[src/hw/rtl/x86enc_pkg.sv]
// types, constants and encoding form table for the mov/add/sub/ret encoder
// no dependencies
package x86enc_pkg;

    localparam int FORM_COUNT = 28;
    localparam int FORM_IDX_W = $clog2(FORM_COUNT);

    localparam logic [1:0] CMD_MOV = 2'd0;
    localparam logic [1:0] CMD_ADD = 2'd1;
    localparam logic [1:0] CMD_SUB = 2'd2;
    localparam logic [1:0] CMD_RET = 2'd3;

    localparam logic [1:0] K_NONE = 2'd0;
    localparam logic [1:0] K_REG  = 2'd1;
    localparam logic [1:0] K_MEM  = 2'd2;
    localparam logic [1:0] K_IMM  = 2'd3;

    localparam logic [2:0] SZ_NONE  = 3'd0;
    localparam logic [2:0] SZ_BYTE  = 3'd1;
    localparam logic [2:0] SZ_WORD  = 3'd2;
    localparam logic [2:0] SZ_DWORD = 3'd3;
    localparam logic [2:0] SZ_QWORD = 3'd4;

    localparam logic [1:0] T_PLAIN = 2'd0;
    localparam logic [1:0] T_EXT   = 2'd1;
    localparam logic [1:0] T_PLUS  = 2'd2;

    localparam logic [7:0] REX_W = 8'h48;
    localparam logic [7:0] REX_R = 8'h44;
    localparam logic [7:0] REX_B = 8'h41;

    localparam logic [7:0] OP_MOV_RM8_R8  = 8'h88;
    localparam logic [7:0] OP_MOV_RM_R    = 8'h89;
    localparam logic [7:0] OP_MOV_R8_RM8  = 8'h8a;
    localparam logic [7:0] OP_MOV_R_RM    = 8'h8b;
    localparam logic [7:0] OP_MOV_R8_IMM  = 8'hb0;
    localparam logic [7:0] OP_MOV_R_IMM   = 8'hb8;
    localparam logic [7:0] OP_MOV_RM8_IMM = 8'hc6;
    localparam logic [7:0] OP_MOV_RM_IMM  = 8'hc7;
    localparam logic [7:0] OP_ARITH_IMM8  = 8'h83;
    localparam logic [7:0] OP_RET         = 8'hc3;

    localparam logic [2:0] EXT_NONE = 3'd0;
    localparam logic [2:0] EXT_SUB  = 3'd5;

    localparam logic [1:0] MOD_INDIRECT = 2'b00;
    localparam logic [1:0] MOD_DIRECT   = 2'b11;

    typedef struct packed {
        logic [1:0] cmd;
        logic [7:0] opcode;
        logic [1:0] ftype;
        logic [2:0] ext;
        logic [1:0] kind0;
        logic [1:0] kind1;
        logic [2:0] size0;
        logic [2:0] size1;
        logic       has_modrm;
        logic       reg_is_dest;
        logic       rex_w;
    } form_t;

    localparam form_t FORMS [FORM_COUNT] = '{
        '{CMD_MOV, OP_MOV_RM8_R8,  T_PLAIN, EXT_NONE, K_REG, K_REG, SZ_BYTE,  SZ_BYTE,  1'b1, 1'b0, 1'b0},
        '{CMD_MOV, OP_MOV_RM8_R8,  T_PLAIN, EXT_NONE, K_MEM, K_REG, SZ_BYTE,  SZ_BYTE,  1'b1, 1'b0, 1'b0},
        '{CMD_MOV, OP_MOV_RM_R,    T_PLAIN, EXT_NONE, K_REG, K_REG, SZ_DWORD, SZ_DWORD, 1'b1, 1'b0, 1'b0},
        '{CMD_MOV, OP_MOV_RM_R,    T_PLAIN, EXT_NONE, K_MEM, K_REG, SZ_DWORD, SZ_DWORD, 1'b1, 1'b0, 1'b0},
        '{CMD_MOV, OP_MOV_RM_R,    T_PLAIN, EXT_NONE, K_REG, K_REG, SZ_QWORD, SZ_QWORD, 1'b1, 1'b0, 1'b1},
        '{CMD_MOV, OP_MOV_RM_R,    T_PLAIN, EXT_NONE, K_MEM, K_REG, SZ_QWORD, SZ_QWORD, 1'b1, 1'b0, 1'b1},
        '{CMD_MOV, OP_MOV_R8_RM8,  T_PLAIN, EXT_NONE, K_REG, K_REG, SZ_BYTE,  SZ_BYTE,  1'b1, 1'b1, 1'b0},
        '{CMD_MOV, OP_MOV_R8_RM8,  T_PLAIN, EXT_NONE, K_REG, K_MEM, SZ_BYTE,  SZ_BYTE,  1'b1, 1'b1, 1'b0},
        '{CMD_MOV, OP_MOV_R_RM,    T_PLAIN, EXT_NONE, K_REG, K_REG, SZ_DWORD, SZ_DWORD, 1'b1, 1'b1, 1'b0},
        '{CMD_MOV, OP_MOV_R_RM,    T_PLAIN, EXT_NONE, K_REG, K_MEM, SZ_DWORD, SZ_DWORD, 1'b1, 1'b1, 1'b0},
        '{CMD_MOV, OP_MOV_R_RM,    T_PLAIN, EXT_NONE, K_REG, K_REG, SZ_QWORD, SZ_QWORD, 1'b1, 1'b1, 1'b1},
        '{CMD_MOV, OP_MOV_R_RM,    T_PLAIN, EXT_NONE, K_REG, K_MEM, SZ_QWORD, SZ_QWORD, 1'b1, 1'b1, 1'b1},
        '{CMD_MOV, OP_MOV_R8_IMM,  T_PLUS,  EXT_NONE, K_REG, K_IMM, SZ_BYTE,  SZ_BYTE,  1'b0, 1'b0, 1'b0},
        '{CMD_MOV, OP_MOV_R_IMM,   T_PLUS,  EXT_NONE, K_REG, K_IMM, SZ_DWORD, SZ_DWORD, 1'b0, 1'b0, 1'b0},
        '{CMD_MOV, OP_MOV_R_IMM,   T_PLUS,  EXT_NONE, K_REG, K_IMM, SZ_QWORD, SZ_QWORD, 1'b0, 1'b0, 1'b1},
        '{CMD_MOV, OP_MOV_RM8_IMM, T_EXT,   EXT_NONE, K_MEM, K_IMM, SZ_BYTE,  SZ_BYTE,  1'b1, 1'b0, 1'b0},
        '{CMD_MOV, OP_MOV_RM_IMM,  T_EXT,   EXT_NONE, K_MEM, K_IMM, SZ_DWORD, SZ_DWORD, 1'b1, 1'b0, 1'b0},
        '{CMD_MOV, OP_MOV_RM_IMM,  T_EXT,   EXT_NONE, K_REG, K_IMM, SZ_QWORD, SZ_DWORD, 1'b1, 1'b0, 1'b1},
        '{CMD_MOV, OP_MOV_RM_IMM,  T_EXT,   EXT_NONE, K_MEM, K_IMM, SZ_QWORD, SZ_DWORD, 1'b1, 1'b0, 1'b1},
        '{CMD_ADD, OP_ARITH_IMM8,  T_EXT,   EXT_NONE, K_REG, K_IMM, SZ_DWORD, SZ_BYTE,  1'b1, 1'b0, 1'b0},
        '{CMD_ADD, OP_ARITH_IMM8,  T_EXT,   EXT_NONE, K_MEM, K_IMM, SZ_DWORD, SZ_BYTE,  1'b1, 1'b0, 1'b0},
        '{CMD_ADD, OP_ARITH_IMM8,  T_EXT,   EXT_NONE, K_REG, K_IMM, SZ_QWORD, SZ_BYTE,  1'b1, 1'b0, 1'b1},
        '{CMD_ADD, OP_ARITH_IMM8,  T_EXT,   EXT_NONE, K_MEM, K_IMM, SZ_QWORD, SZ_BYTE,  1'b1, 1'b0, 1'b1},
        '{CMD_SUB, OP_ARITH_IMM8,  T_EXT,   EXT_SUB,  K_REG, K_IMM, SZ_DWORD, SZ_BYTE,  1'b1, 1'b0, 1'b0},
        '{CMD_SUB, OP_ARITH_IMM8,  T_EXT,   EXT_SUB,  K_MEM, K_IMM, SZ_DWORD, SZ_BYTE,  1'b1, 1'b0, 1'b0},
        '{CMD_SUB, OP_ARITH_IMM8,  T_EXT,   EXT_SUB,  K_REG, K_IMM, SZ_QWORD, SZ_BYTE,  1'b1, 1'b0, 1'b1},
        '{CMD_SUB, OP_ARITH_IMM8,  T_EXT,   EXT_SUB,  K_MEM, K_IMM, SZ_QWORD, SZ_BYTE,  1'b1, 1'b0, 1'b1},
        '{CMD_RET, OP_RET,         T_PLAIN, EXT_NONE, K_NONE, K_NONE, SZ_NONE, SZ_NONE, 1'b0, 1'b0, 1'b0}
    };

    // one classified instruction, as handed from front end to back end
    typedef struct packed {
        logic        no_match;
        logic        has_rex;
        logic [7:0]  rex;
        logic [7:0]  opcode;
        logic        has_modrm;
        logic [7:0]  modrm;
        logic        has_imm;
        logic [2:0]  imm_last;
        logic [63:0] imm;
    } desc_t;

    typedef enum logic [3:0] {
        PH_PREFIX = 4'b0001,
        PH_OPCODE = 4'b0010,
        PH_MODRM  = 4'b0100,
        PH_IMM    = 4'b1000
    } phase_t;

endpackage

[src/hw/rtl/x86_64_mov_add_sub_encoder.sv]
// top level of the mov/add/sub/ret machine code encoder
// depends on x86enc_pkg, x86enc_front, x86enc_queue, x86enc_back
//
// One instruction is taken per push transfer and classified combinationally against
// the 28-entry form table; its encoding waits in a QUEUE_DEPTH-entry queue. The back end
// hands out one code byte per pop transfer: REX prefix if any, opcode, ModRM if the
// form has one, then 1, 2, 4 or 8 immediate bytes, so an instruction gives 1 to 10 bytes
// and last_byte marks its final byte. Bytes of one instruction follow each other with no
// gap while pop stays high. An instruction with no matching form gives one byte 0x00 with
// no_match and last_byte set. Memory operands are encoded with mod 00 and no SIB or
// displacement byte.
module x86_64_mov_add_sub_encoder
    import x86enc_pkg::*;
#(
    parameter int QUEUE_DEPTH = 2
)
(
    input  logic        clk,
    input  logic        rst_n,
    input  logic        push,
    output logic        full,
    input  logic [1:0]  command,
    input  logic [1:0]  dest_kind,
    input  logic [3:0]  dest_reg,
    input  logic [2:0]  dest_size,
    input  logic [1:0]  src_kind,
    input  logic [3:0]  src_reg,
    input  logic [2:0]  src_size,
    input  logic [63:0] immediate,
    output logic        empty,
    input  logic        pop,
    output logic [7:0]  code_byte,
    output logic        last_byte,
    output logic        no_match
);

    desc_t front_desc;
    desc_t head_desc;
    logic  head_valid;
    logic  head_done;

    x86enc_front u_front (
        .command   (command),
        .dest_kind (dest_kind),
        .dest_reg  (dest_reg),
        .dest_size (dest_size),
        .src_kind  (src_kind),
        .src_reg   (src_reg),
        .src_size  (src_size),
        .immediate (immediate),
        .desc      (front_desc)
    );

    x86enc_queue #(
        .DEPTH (QUEUE_DEPTH)
    ) u_queue (
        .clk      (clk),
        .rst_n    (rst_n),
        .wr_en    (push),
        .wr_data  (front_desc),
        .full     (full),
        .rd_en    (head_done),
        .rd_valid (head_valid),
        .rd_data  (head_desc)
    );

    x86enc_back u_back (
        .clk        (clk),
        .rst_n      (rst_n),
        .head_valid (head_valid),
        .head       (head_desc),
        .head_done  (head_done),
        .empty      (empty),
        .pop        (pop),
        .code_byte  (code_byte),
        .last_byte  (last_byte),
        .no_match   (no_match)
    );

endmodule

[src/hw/rtl/x86enc_front.sv]
// front end: form table search and encoding of one instruction into a descriptor
// depends on x86enc_pkg
module x86enc_front
    import x86enc_pkg::*;
(
    input  logic [1:0]  command,
    input  logic [1:0]  dest_kind,
    input  logic [3:0]  dest_reg,
    input  logic [2:0]  dest_size,
    input  logic [1:0]  src_kind,
    input  logic [3:0]  src_reg,
    input  logic [2:0]  src_size,
    input  logic [63:0] immediate,
    output desc_t       desc
);

    logic [FORM_IDX_W-1:0] sel;
    logic                  found;
    form_t                 f;
    logic [2:0]            regf;
    logic [2:0]            rmf;
    logic                  rex_r;
    logic                  rex_b;
    logic [7:0]            opcode;
    logic [7:0]            rex;
    logic [1:0]            mode;
    logic                  has_imm;
    logic [2:0]            imm_last;

    // first matching form wins
    always_comb
    begin
        sel   = '0;
        found = 1'b0;
        for (int i = FORM_COUNT - 1; i >= 0; i--)
        begin
            if (FORMS[i].cmd == command && FORMS[i].kind0 == dest_kind &&
                FORMS[i].kind1 == src_kind && FORMS[i].size0 == dest_size &&
                FORMS[i].size1 == src_size)
            begin
                sel   = FORM_IDX_W'(i);
                found = 1'b1;
            end
        end
    end

    assign f = FORMS[sel];

    always_comb
    begin
        regf   = 3'd0;
        rmf    = 3'd0;
        rex_r  = 1'b0;
        rex_b  = 1'b0;
        opcode = f.opcode;
        unique case (f.ftype)
            T_PLAIN:
            begin
                if (f.has_modrm)
                begin
                    if (f.reg_is_dest)
                    begin
                        if (src_kind == K_REG || src_kind == K_MEM)
                        begin
                            rmf   = src_reg[2:0];
                            rex_b = src_reg[3];
                        end
                        if (dest_kind == K_REG)
                        begin
                            regf  = dest_reg[2:0];
                            rex_r = dest_reg[3];
                        end
                    end
                    else
                    begin
                        if (dest_kind == K_REG || dest_kind == K_MEM)
                        begin
                            rmf   = dest_reg[2:0];
                            rex_b = dest_reg[3];
                        end
                        if (src_kind == K_REG)
                        begin
                            regf  = src_reg[2:0];
                            rex_r = src_reg[3];
                        end
                    end
                end
            end
            T_EXT:
            begin
                regf  = f.ext;
                rmf   = dest_reg[2:0];
                rex_b = dest_reg[3];
            end
            T_PLUS:
            begin
                opcode = f.opcode | {5'd0, dest_reg[2:0]};
                rex_b  = dest_reg[3];
            end
            default:
            begin
                opcode = f.opcode;
            end
        endcase
    end

    assign rex  = (f.rex_w ? REX_W : 8'h00) | (rex_r ? REX_R : 8'h00) |
                  (rex_b ? REX_B : 8'h00);
    assign mode = (dest_kind == K_MEM || src_kind == K_MEM) ? MOD_INDIRECT : MOD_DIRECT;

    // little-endian immediate length from the source size
    always_comb
    begin
        has_imm  = (src_kind == K_IMM);
        imm_last = 3'd0;
        unique case (src_size)
            SZ_BYTE:  imm_last = 3'd0;
            SZ_WORD:  imm_last = 3'd1;
            SZ_DWORD: imm_last = 3'd3;
            SZ_QWORD: imm_last = 3'd7;
            default:  has_imm  = 1'b0;
        endcase
    end

    always_comb
    begin
        desc.imm      = immediate;
        desc.imm_last = imm_last;
        desc.modrm    = {mode, regf, rmf};
        desc.rex      = rex;
        if (found)
        begin
            desc.no_match  = 1'b0;
            desc.has_rex   = (rex != 8'h00);
            desc.opcode    = opcode;
            desc.has_modrm = f.has_modrm;
            desc.has_imm   = has_imm;
        end
        else
        begin
            desc.no_match  = 1'b1;
            desc.has_rex   = 1'b0;
            desc.opcode    = 8'h00;
            desc.has_modrm = 1'b0;
            desc.has_imm   = 1'b0;
        end
    end

endmodule

[src/hw/rtl/x86enc_queue.sv]
// short descriptor queue between front end and back end
// depends on x86enc_pkg
module x86enc_queue
    import x86enc_pkg::*;
#(
    parameter int DEPTH = 2
)
(
    input  logic  clk,
    input  logic  rst_n,
    input  logic  wr_en,
    input  desc_t wr_data,
    output logic  full,
    input  logic  rd_en,
    output logic  rd_valid,
    output desc_t rd_data
);

    localparam int PTR_W = (DEPTH > 1) ? $clog2(DEPTH) : 1;
    localparam int CNT_W = $clog2(DEPTH + 1);
    localparam logic [PTR_W-1:0] PTR_LAST = PTR_W'(DEPTH - 1);
    localparam logic [CNT_W-1:0] CNT_FULL = CNT_W'(DEPTH);

    desc_t             store_reg [DEPTH];
    logic [PTR_W-1:0]  wr_ptr_reg;
    logic [PTR_W-1:0]  wr_ptr_next;
    logic [PTR_W-1:0]  rd_ptr_reg;
    logic [PTR_W-1:0]  rd_ptr_next;
    logic [CNT_W-1:0]  count_reg;
    logic [CNT_W-1:0]  count_next;
    logic              do_wr;
    logic              do_rd;

    assign full     = (count_reg == CNT_FULL);
    assign rd_valid = (count_reg != '0);
    assign rd_data  = store_reg[rd_ptr_reg];
    assign do_wr    = wr_en && !full;
    assign do_rd    = rd_en && rd_valid;

    always_comb
    begin
        wr_ptr_next = wr_ptr_reg;
        rd_ptr_next = rd_ptr_reg;
        count_next  = count_reg;
        if (do_wr)
        begin
            wr_ptr_next = (wr_ptr_reg == PTR_LAST) ? '0 : wr_ptr_reg + 1'b1;
        end
        if (do_rd)
        begin
            rd_ptr_next = (rd_ptr_reg == PTR_LAST) ? '0 : rd_ptr_reg + 1'b1;
        end
        if (do_wr && !do_rd)
        begin
            count_next = count_reg + 1'b1;
        end
        else if (do_rd && !do_wr)
        begin
            count_next = count_reg - 1'b1;
        end
    end

    always_ff @(posedge clk or negedge rst_n)
    begin
        if (!rst_n)
        begin
            wr_ptr_reg <= '0;
            rd_ptr_reg <= '0;
            count_reg  <= '0;
        end
        else
        begin
            wr_ptr_reg <= wr_ptr_next;
            rd_ptr_reg <= rd_ptr_next;
            count_reg  <= count_next;
        end
    end

    always_ff @(posedge clk)
    begin
        if (do_wr)
        begin
            store_reg[wr_ptr_reg] <= wr_data;
        end
    end

endmodule

[src/hw/rtl/x86enc_back.sv]
// back end: byte sequencer with registered result stage
// depends on x86enc_pkg
module x86enc_back
    import x86enc_pkg::*;
(
    input  logic       clk,
    input  logic       rst_n,
    input  logic       head_valid,
    input  desc_t      head,
    output logic       head_done,
    output logic       empty,
    input  logic       pop,
    output logic [7:0] code_byte,
    output logic       last_byte,
    output logic       no_match
);

    phase_t     phase_reg;
    phase_t     phase_next;
    phase_t     cur;
    phase_t     nxt;
    logic       busy_reg;
    logic       busy_next;
    logic [2:0] idx_reg;
    logic [2:0] idx_next;
    logic       out_valid_reg;
    logic       out_valid_next;
    logic [7:0] byte_reg;
    logic       last_reg;
    logic       nomatch_reg;
    logic [7:0] cur_byte;
    logic       cur_last;
    logic       advance;

    assign cur = busy_reg ? phase_reg : (head.has_rex ? PH_PREFIX : PH_OPCODE);

    always_comb
    begin
        cur_byte = head.opcode;
        cur_last = 1'b0;
        nxt      = PH_OPCODE;
        unique case (cur)
            PH_PREFIX:
            begin
                cur_byte = head.rex;
                nxt      = PH_OPCODE;
            end
            PH_OPCODE:
            begin
                cur_byte = head.opcode;
                if (head.has_modrm)
                begin
                    nxt = PH_MODRM;
                end
                else if (head.has_imm)
                begin
                    nxt = PH_IMM;
                end
                else
                begin
                    cur_last = 1'b1;
                end
            end
            PH_MODRM:
            begin
                cur_byte = head.modrm;
                nxt      = PH_IMM;
                cur_last = !head.has_imm;
            end
            PH_IMM:
            begin
                cur_byte = head.imm[{idx_reg, 3'b000} +: 8];
                nxt      = PH_IMM;
                cur_last = (idx_reg == head.imm_last);
            end
            default:
            begin
                cur_byte = head.opcode;
            end
        endcase
    end

    // result stage refills on the same edge as a transfer out
    assign advance   = head_valid && (!out_valid_reg || pop);
    assign head_done = advance && cur_last;

    always_comb
    begin
        phase_next     = phase_reg;
        busy_next      = busy_reg;
        idx_next       = idx_reg;
        out_valid_next = out_valid_reg;
        if (pop)
        begin
            out_valid_next = 1'b0;
        end
        if (advance)
        begin
            out_valid_next = 1'b1;
            if (cur_last)
            begin
                busy_next = 1'b0;
                idx_next  = 3'd0;
            end
            else
            begin
                busy_next  = 1'b1;
                phase_next = nxt;
                if (cur == PH_IMM)
                begin
                    idx_next = idx_reg + 1'b1;
                end
            end
        end
    end

    always_ff @(posedge clk or negedge rst_n)
    begin
        if (!rst_n)
        begin
            phase_reg     <= PH_OPCODE;
            busy_reg      <= 1'b0;
            idx_reg       <= 3'd0;
            out_valid_reg <= 1'b0;
        end
        else
        begin
            phase_reg     <= phase_next;
            busy_reg      <= busy_next;
            idx_reg       <= idx_next;
            out_valid_reg <= out_valid_next;
        end
    end

    always_ff @(posedge clk)
    begin
        if (advance)
        begin
            byte_reg    <= cur_byte;
            last_reg    <= cur_last;
            nomatch_reg <= head.no_match;
        end
    end

    assign empty     = !out_valid_reg;
    assign code_byte = byte_reg;
    assign last_byte = last_reg;
    assign no_match  = nomatch_reg;

endmodule

[config.mk]
export PLATFORM = sky130hd
export DESIGN_NAME = x86_64_mov_add_sub_encoder
export DESIGN_NICKNAME = d
export VERILOG_FILES = /design/src/hw/rtl/x86enc_pkg.sv /design/src/hw/rtl/x86_64_mov_add_sub_encoder.sv /design/src/hw/rtl/x86enc_front.sv /design/src/hw/rtl/x86enc_queue.sv /design/src/hw/rtl/x86enc_back.sv
export SDC_FILE = /design/constraint.sdc
export NUM_CORES = 1
export LEC_CHECK = 0
export BUFFER_PORTS_ARGS = -buffer_cell sky130_fd_sc_hd__buf_2
export CELL_PAD_IN_SITES_DETAIL_PLACEMENT = 1
export CELL_PAD_IN_SITES_GLOBAL_PLACEMENT = 1
export CORE_ASPECT_RATIO = 0.5
export CORE_UTILIZATION = 35
export CTS_CLUSTER_SIZE = 25
export DETAILED_ROUTE_END_ITERATION = 8
export GPL_ROUTABILITY_DRIVEN = 1
export PLACE_DENSITY = 0.7
export SYNTH_ARGS = -nofsm -noshare
export SYNTH_HDL_FRONTEND = slang
export SYNTH_SLANG_ARGS = --single-unit
[constraint.sdc]
create_clock -name clk -period 6.6 [get_ports clk]
set_input_delay 0.33 -clock clk [delete_from_list [all_inputs] [get_ports clk]]
set_output_delay 0.33 -clock clk [all_outputs]
set_load 0.005 [all_outputs]
**Yosys cells after proc, flatten, opt, wreduce, memory -nomap -nowiden**

Memories as Yosys holds them, arrays and structs flattened.
Index checks and enable logic that the tools add are counted.

- Muxes and demuxes: 102
- Shift-type cells: 1
- Order comparisons: 1
- Eq/ne operators: 31
- $add $sub $neg: 5
- Reduce and logical (&&, ||, !) cells: 97
- Bitwise logic cells: 5

Operators with widths:

| cell | count |
|---|---|
| $mux 5 | 25 |
| $logic_and 1x1->1 | 72 |
| $shiftx 64x7->8 | 1 |
| $mux 26 | 2 |
| $mux 1 | 45 |
| $mux 3 | 10 |
| $pmux 8 s3 | 1 |
| $mux 7 | 3 |
| $or 8x8->8 | 2 |
| $mux 4 | 3 |
| $pmux 3 s2 | 2 |
| $eq 2x2->1 const A | 5 |
| $eq 2x2->1 const B | 5 |
| $mux 2 | 5 |
| $mux 9 | 1 |
| $pmux 3 s3 | 1 |
| $logic_not 2->1 | 4 |
| $mux 8 | 1 |
| $or 8x3->8 | 1 |
| $pmux 4 s2 | 1 |
| $reduce_bool 2->1 | 4 |
| $reduce_bool 8->1 | 1 |
| $eq 1x2->1 const A | 3 |
| $eq 1x3->1 const A | 2 |
| 26 further kinds | 42 |

- Output and inout port bits: 12
- Logic and storage cells: 254
- Bits in writable memories: 190
- Bits in read-only memories: 896
- Register bits after elaboration: 23
- Memories: 2
- Input bits: 88

Memories:

| memory | words | width | rd ports | clocked after memory_dff | write ports | line | RTL |
|---|---|---|---|---|---|---|---|
| (name not given) | 32 | 28 | 1 | 0 | 0 | x86enc_front.sv:47 | `assign f = FORMS[sel];` |
| u_queue.store_reg | 2 | 95 | 1 | 0 | 1 | x86enc_queue.sv:24 | `desc_t store_reg [DEPTH];` |

**Longest topological paths before layout**

- Word-level depth: 42
- Gate-level depth with buffers: 19
- Depth with buffers taken out: 18

**Modules after synthesis**

From an unflattened synthesis, not the netlist that was laid out.

- Cells, all modules: 722
- Area, all modules: 10674.0 um^2

Modules (own cells, without submodules):

| module | sequential area each (um^2) | cells each | area each (um^2) | times used |
|---|---|---|---|---|
| x86enc_queue | 5805.6 | 315 | 7254.5 | 1 |
| x86enc_front | 0.0 | 290 | 1971.9 | 1 |
| x86enc_back | 501.7 | 117 | 1447.6 | 1 |

**Worst setup path after synthesis**

Ideal clock, no wire load.

- Kind: reg-to-reg
- Start point: register u_queue.count_reg[0]
- End point: memory u_queue.store_reg[0][0] in the netlist's numbering, enable pin
- Stages on the path, launching flop included: 4
- Path slack: 1706 ps
- Data arrival time: 4357 ps
- Buffers on the path: 0
- Cells stage by stage: dfrtp_1 -> nand2b_1 -> nand2_1 -> nor2_1

- Cells in the longest elaborated chain, start to end: 5

Ends and longest elaborated chain:

| item | line | RTL |
|---|---|---|
| start, declared | x86enc_queue.sv:29 | `logic [CNT_W-1:0] count_reg;` |
| start signal, assigned | x86enc_queue.sv:75 | `count_reg <= count_next;` |
| $eq 2x2->1 | x86enc_queue.sv:34 | `assign full = (count_reg == CNT_FULL);` |
| $logic_not 1->1 | x86enc_queue.sv:37 | `assign do_wr = wr_en && !full;` |
| $logic_and 1x1->1 | x86enc_queue.sv:37 |  |
| $mux 1 | x86enc_queue.sv:81 | `if (do_wr)` |
| $mux 1 (not written as such) | x86enc_queue.sv:83 | `store_reg[wr_ptr_reg] <= wr_data;` |
| end, declared | x86enc_queue.sv:24 |  |

Every way passes these cells.

==> run_summary.xml <==
<?xml version="1.0" encoding="UTF-8"?>
<metrics>
  <group name="synth">
    <metric name="sequential_fraction_of_the_synthesis_area" unit="">0.655</metric>
    <metric name="post_synth_num_cell_types" unit="">82</metric>
    <metric name="synth.net_count" unit="">672</metric>
    <metric name="synthArstFlopShare" unit="">0.0600</metric>
    <metric name="synth_cells" unit="">569</metric>
    <metric name="avgSynthCellArea" unit="µm²">16.0</metric>
    <metric name="synth_enable_flop_cells" unit="">188</metric>
    <metric name="number_of_storage_elements_in_the_synthesis_netlist" unit="">200</metric>
    <metric name="post_synth_main_area_contributors" unit="">sky130_fd_sc_hd__edfxtp_1 (62%), sky130_fd_sc_hd__mux4_2 (9.9%), sky130_fd_sc_hd__dfrtp_1 (3.0%)</metric>
    <metric name="synth_top_area_frac" unit="">0.621</metric>
    <metric name="synth-warning-count" unit="">0</metric>
    <metric name="synth_area" unit="µm²">9080</metric>
    <metric name="netlist.top_cell.by_area" unit="">sky130_fd_sc_hd__edfxtp_1</metric>
    <metric name="ys_dominant_reg_cell" unit="">sky130_fd_sc_hd__edfxtp_1</metric>
  </group>
  <group name="place">
    <metric name="io_buffer_count" unit="">99</metric>
    <metric name="place_worst_setup_slack" unit="ns">2.15</metric>
    <metric name="dpl.hpwl" unit="µm">15100</metric>
    <metric name="finalWeightedCongestion" unit="">0.856</metric>
  </group>
  <group name="clocking">
    <metric name="cts-root-to-sink-buffers" unit="">2</metric>
    <metric name="tritoncts" unit="">done</metric>
    <metric name="clock_sinks" unit="">200</metric>
    <metric name="post-cts-setup-buffer-count" unit="">0</metric>
    <metric name="root_buffer" unit="">sky130_fd_sc_hd__clkbuf_16</metric>
    <metric name="insertion_delay" unit="ns">0.43</metric>
    <metric name="cts.reportedPaths.clkPinSlew" unit="ns">0.07</metric>
    <metric name="cts_inserted_buffers" unit="">17</metric>
    <metric name="clock_tree.htree_level_count" unit="">4</metric>
  </group>
  <group name="detailed_routing">
    <metric name="drt_pass1_iterations" unit="">6</metric>
    <metric name="vias" unit="">5419</metric>
    <metric name="detail_route.vias_per_cell" unit="">5.29</metric>
    <metric name="drt_wl_cell" unit="µm">20.8</metric>
    <metric name="drt_iter0_markers" unit="">479</metric>
    <metric name="drc" unit="">0</metric>
    <metric name="drtAntennaViolNets" unit="">0</metric>
    <metric name="postRouteWirelength" unit="µm">21300</metric>
  </group>
  <group name="finish">
    <metric name="final_common_cell" unit="">sky130_fd_sc_hd__edfxtp_1</metric>
    <metric name="post-route-util" unit="">0.413</metric>
    <metric name="area_growth_synth_to_finish" unit="%">15.2</metric>
    <metric name="layout-drive-gt1-share" unit="">0.296</metric>
    <metric name="largest_register_ff_count" unit="">178</metric>
    <metric name="highest_count_cells_in_the_layout_ignoring_fill_and_taps" unit="">sky130_fd_sc_hd__edfxtp_1 (188), sky130_fd_sc_hd__buf_2 (99), sky130_fd_sc_hd__mux4_2 (40)</metric>
    <metric name="finalNetCount" unit="">769</metric>
  </group>
  <group name="power">
    <metric name="vdd_drop_max" unit="V">0.000169</metric>
    <metric name="p_leak" unit="µW">0.00373</metric>
    <metric name="power_per_cell_area" unit="nW/µm²">372</metric>
    <metric name="totalPowerFinal" unit="µW">3890</metric>
  </group>
  <group name="sta">
    <metric name="finalSetupViolations" unit="">0</metric>
    <metric name="slew_violations" unit="">0</metric>
    <metric name="slew_headroom" unit="">0.254</metric>
    <metric name="post-route-min-period" unit="ns">4.08</metric>
    <metric name="hold_viol" unit="">0</metric>
    <metric name="fmax" unit="GHz">0.245</metric>
    <metric name="max_slew.worst_pin.slew" unit="ns">1.12</metric>
    <metric name="setup_slack" unit="ns">2.52</metric>
    <metric name="rsz_0062_raised_after_global_routing" unit="">no</metric>
    <metric name="fin_tns_setup" unit="ns">0</metric>
    <metric name="fin_crit_sh" unit="">0.618</metric>
    <metric name="finClkSkew" unit="ns">0.0117</metric>
  </group>
  <group name="floorplanning">
    <metric name="floorplan.die_area" unit="µm²">26600</metric>
    <metric name="initial_utilization" unit="">0.358</metric>
    <metric name="fp-row-count" unit="">41</metric>
    <metric name="design.core.area" unit="µm²">25300</metric>
    <metric name="die_height" unit="µm">116</metric>
    <metric name="num_io_pins" unit="">100</metric>
    <metric name="die_width" unit="µm">230</metric>
  </group>
  <group name="critical_path">
    <metric name="cp_data_required_time" unit="ns">6.77</metric>
    <metric name="arrival" unit="ns">4.25</metric>
    <metric name="crit_path_max_fanout" unit="">10</metric>
    <metric name="timing.critical_path.to_type" unit="">flip-flop</metric>
    <metric name="criticalPathCategory" unit="">in -&gt; reg</metric>
    <metric name="startpoint_type" unit="">input pin</metric>
  </group>
  <group name="grt">
    <metric name="grt_start_max_net_pins" unit="">82</metric>
    <metric name="grt_pass1_vias" unit="">5810</metric>
    <metric name="antenna_found_initial" unit="">0</metric>
    <metric name="globalRoute.totalOverflow" unit="">0</metric>
    <metric name="grt_pass1_wl" unit="µm">33200</metric>
    <metric name="track_usage" unit="">0.165</metric>
  </group>
  <group name="worst_hold_path">
    <metric name="min_path_type" unit="">in -&gt; reg</metric>
  </group>
  <group name="run">
    <metric name="max_cap_viol_count" unit="">0</metric>
  </group>
  <group name="outcome">
    <metric name="status" unit="">finished clean</metric>
  </group>
</metrics>
## metrics by stage
| stage | instances | cell area (µm²) | hold WS, ns |
|---|---|---|---|
| after floorplan | 569 | 9080 | 0.0344 |
| after global placement | 990 | 9940 | 0.229 |
| after detailed placement | 990 | 9940 | 0.237 |
| after CTS | 1023 | 10500 | 0.0649 |
| after global routing | 1023 | 10500 | 0.0680 |
| final | 1025 | 10500 | 0.0845 |
## report_power, final
part	internal, µW	switching (µW)
logic	476	544
clock network	479	438
registers	1780	177
total	2730	1160
## cells by family (layout without fill, tap and decap cells)
group / after synthesis / in the layout / synth area share
buf+inv: 45 / 155 / 0.0215
compound gates: 106 / 106 / 0.0835
flops: 200 / 200 / 0.655
fa+ha+maj: 15 / 15 / 0.0207
mux: 67 / 67 / 0.130
other cells: 0 / 2 / 0
simple gates: 128 / 128 / 0.0824
xor+xnor: 8 / 8 / 0.00771
## per-layer routing
metal,up-vias,wire [µm],GRT usage
met5,-,0,0
met2,80,10700,0.287
met1,2831,9620,0.217
met3,14,818,0.0276
met4,0,169,0.0397
li1,2494,-,-
## path summary, 6_finish.rpt
path,from,endpoint,slack (ns),cells after the start
setup / recovery,src_kind[1],u_queue.store_reg[1][68]$_DFFE_PP_,2.52,14
hold / removal,immediate[19],u_queue.store_reg[0][19]$_DFFE_PP_,0.08,1
setup reg to reg,u_queue.rd_ptr_reg$_DFFE_PN0P_,u_back.code_byte[0]$_DFFE_PP_,3.39,5
hold reg to reg,u_back.phase_reg[1]$_DFFE_PN1P_,u_back.phase_reg[1]$_DFFE_PN1P_,0.51,2
max in group asynchronous,rst_n,u_back.phase_reg[1]$_DFFE_PN1P_,5.96,2
min in group asynchronous,rst_n,u_back.out_valid_reg$_DFFE_PN0P_,0.35,2
## critical path: stages
cell and delay, ns:
sky130_fd_sc_hd__buf_2 0.14, sky130_fd_sc_hd__ha_1 0.33, sky130_fd_sc_hd__nor4bb_2 0.53, sky130_fd_sc_hd__nor3b_1 0.43, sky130_fd_sc_hd__nor2_1 0.09, sky130_fd_sc_hd__o22ai_2 0.22, sky130_fd_sc_hd__a21oi_1 0.12, sky130_fd_sc_hd__o32ai_1 0.54
sky130_fd_sc_hd__ha_1 0.35, sky130_fd_sc_hd__o2111ai_1 0.15, sky130_fd_sc_hd__o32a_1 0.34, sky130_fd_sc_hd__and4_4 0.26, sky130_fd_sc_hd__o21bai_4 0.17, sky130_fd_sc_hd__a22o_1 0.23
## synth_stat cells (3+ instances only)
| cell type | number |
|---|---|
| sky130_fd_sc_hd__a211o_1 | 3 |
| sky130_fd_sc_hd__a211oi_1 | 5 |
| sky130_fd_sc_hd__a21oi_1 | 17 |
| sky130_fd_sc_hd__a221oi_1 | 3 |
| sky130_fd_sc_hd__a22o_1 | 4 |
| sky130_fd_sc_hd__a31oi_1 | 6 |
| sky130_fd_sc_hd__and2_1 | 4 |
| sky130_fd_sc_hd__and4bb_2 | 4 |
| sky130_fd_sc_hd__buf_1 | 3 |
| sky130_fd_sc_hd__buf_2 | 12 |
| sky130_fd_sc_hd__clkbuf_1 | 10 |
| sky130_fd_sc_hd__dfrtp_1 | 11 |
| sky130_fd_sc_hd__edfxtp_1 | 188 |
| sky130_fd_sc_hd__ha_1 | 15 |
| sky130_fd_sc_hd__inv_1 | 18 |
| sky130_fd_sc_hd__mux2_2 | 5 |
| sky130_fd_sc_hd__mux2i_1 | 22 |
| sky130_fd_sc_hd__mux4_2 | 40 |
| sky130_fd_sc_hd__nand2_1 | 25 |
| sky130_fd_sc_hd__nand2b_1 | 5 |
| sky130_fd_sc_hd__nand3_1 | 8 |
| sky130_fd_sc_hd__nor2_1 | 31 |
| sky130_fd_sc_hd__nor2b_1 | 5 |
| sky130_fd_sc_hd__nor3_1 | 10 |
| sky130_fd_sc_hd__nor3b_1 | 3 |
| sky130_fd_sc_hd__nor4_1 | 3 |
| sky130_fd_sc_hd__o2111ai_1 | 3 |
| sky130_fd_sc_hd__o211ai_1 | 6 |
| sky130_fd_sc_hd__o21ai_0 | 18 |
| sky130_fd_sc_hd__o21ai_1 | 4 |
| sky130_fd_sc_hd__o22ai_1 | 7 |
| sky130_fd_sc_hd__xnor2_1 | 3 |
| sky130_fd_sc_hd__xor2_1 | 5 |
## area by class of cell
class,count,area (µm²)
Inverter,18,67.6
Tap cell,344,430
Clock inverter,12,77.6
Fill cell,2596,14900
Clock buffer,20,437
Antenna cell,2,5.00
Sequential cell,200,5950
Multi-Input combinational cell,324,2950
Timing Repair Buffer,105,543
## repair_timing
action / CTS / global route
resized for setup: 0 / 0
hold buffers: 1 / 0
endpoints found under the hold margin: 11 / 0
Note: power is estimated with default switching activity, not from simulation.
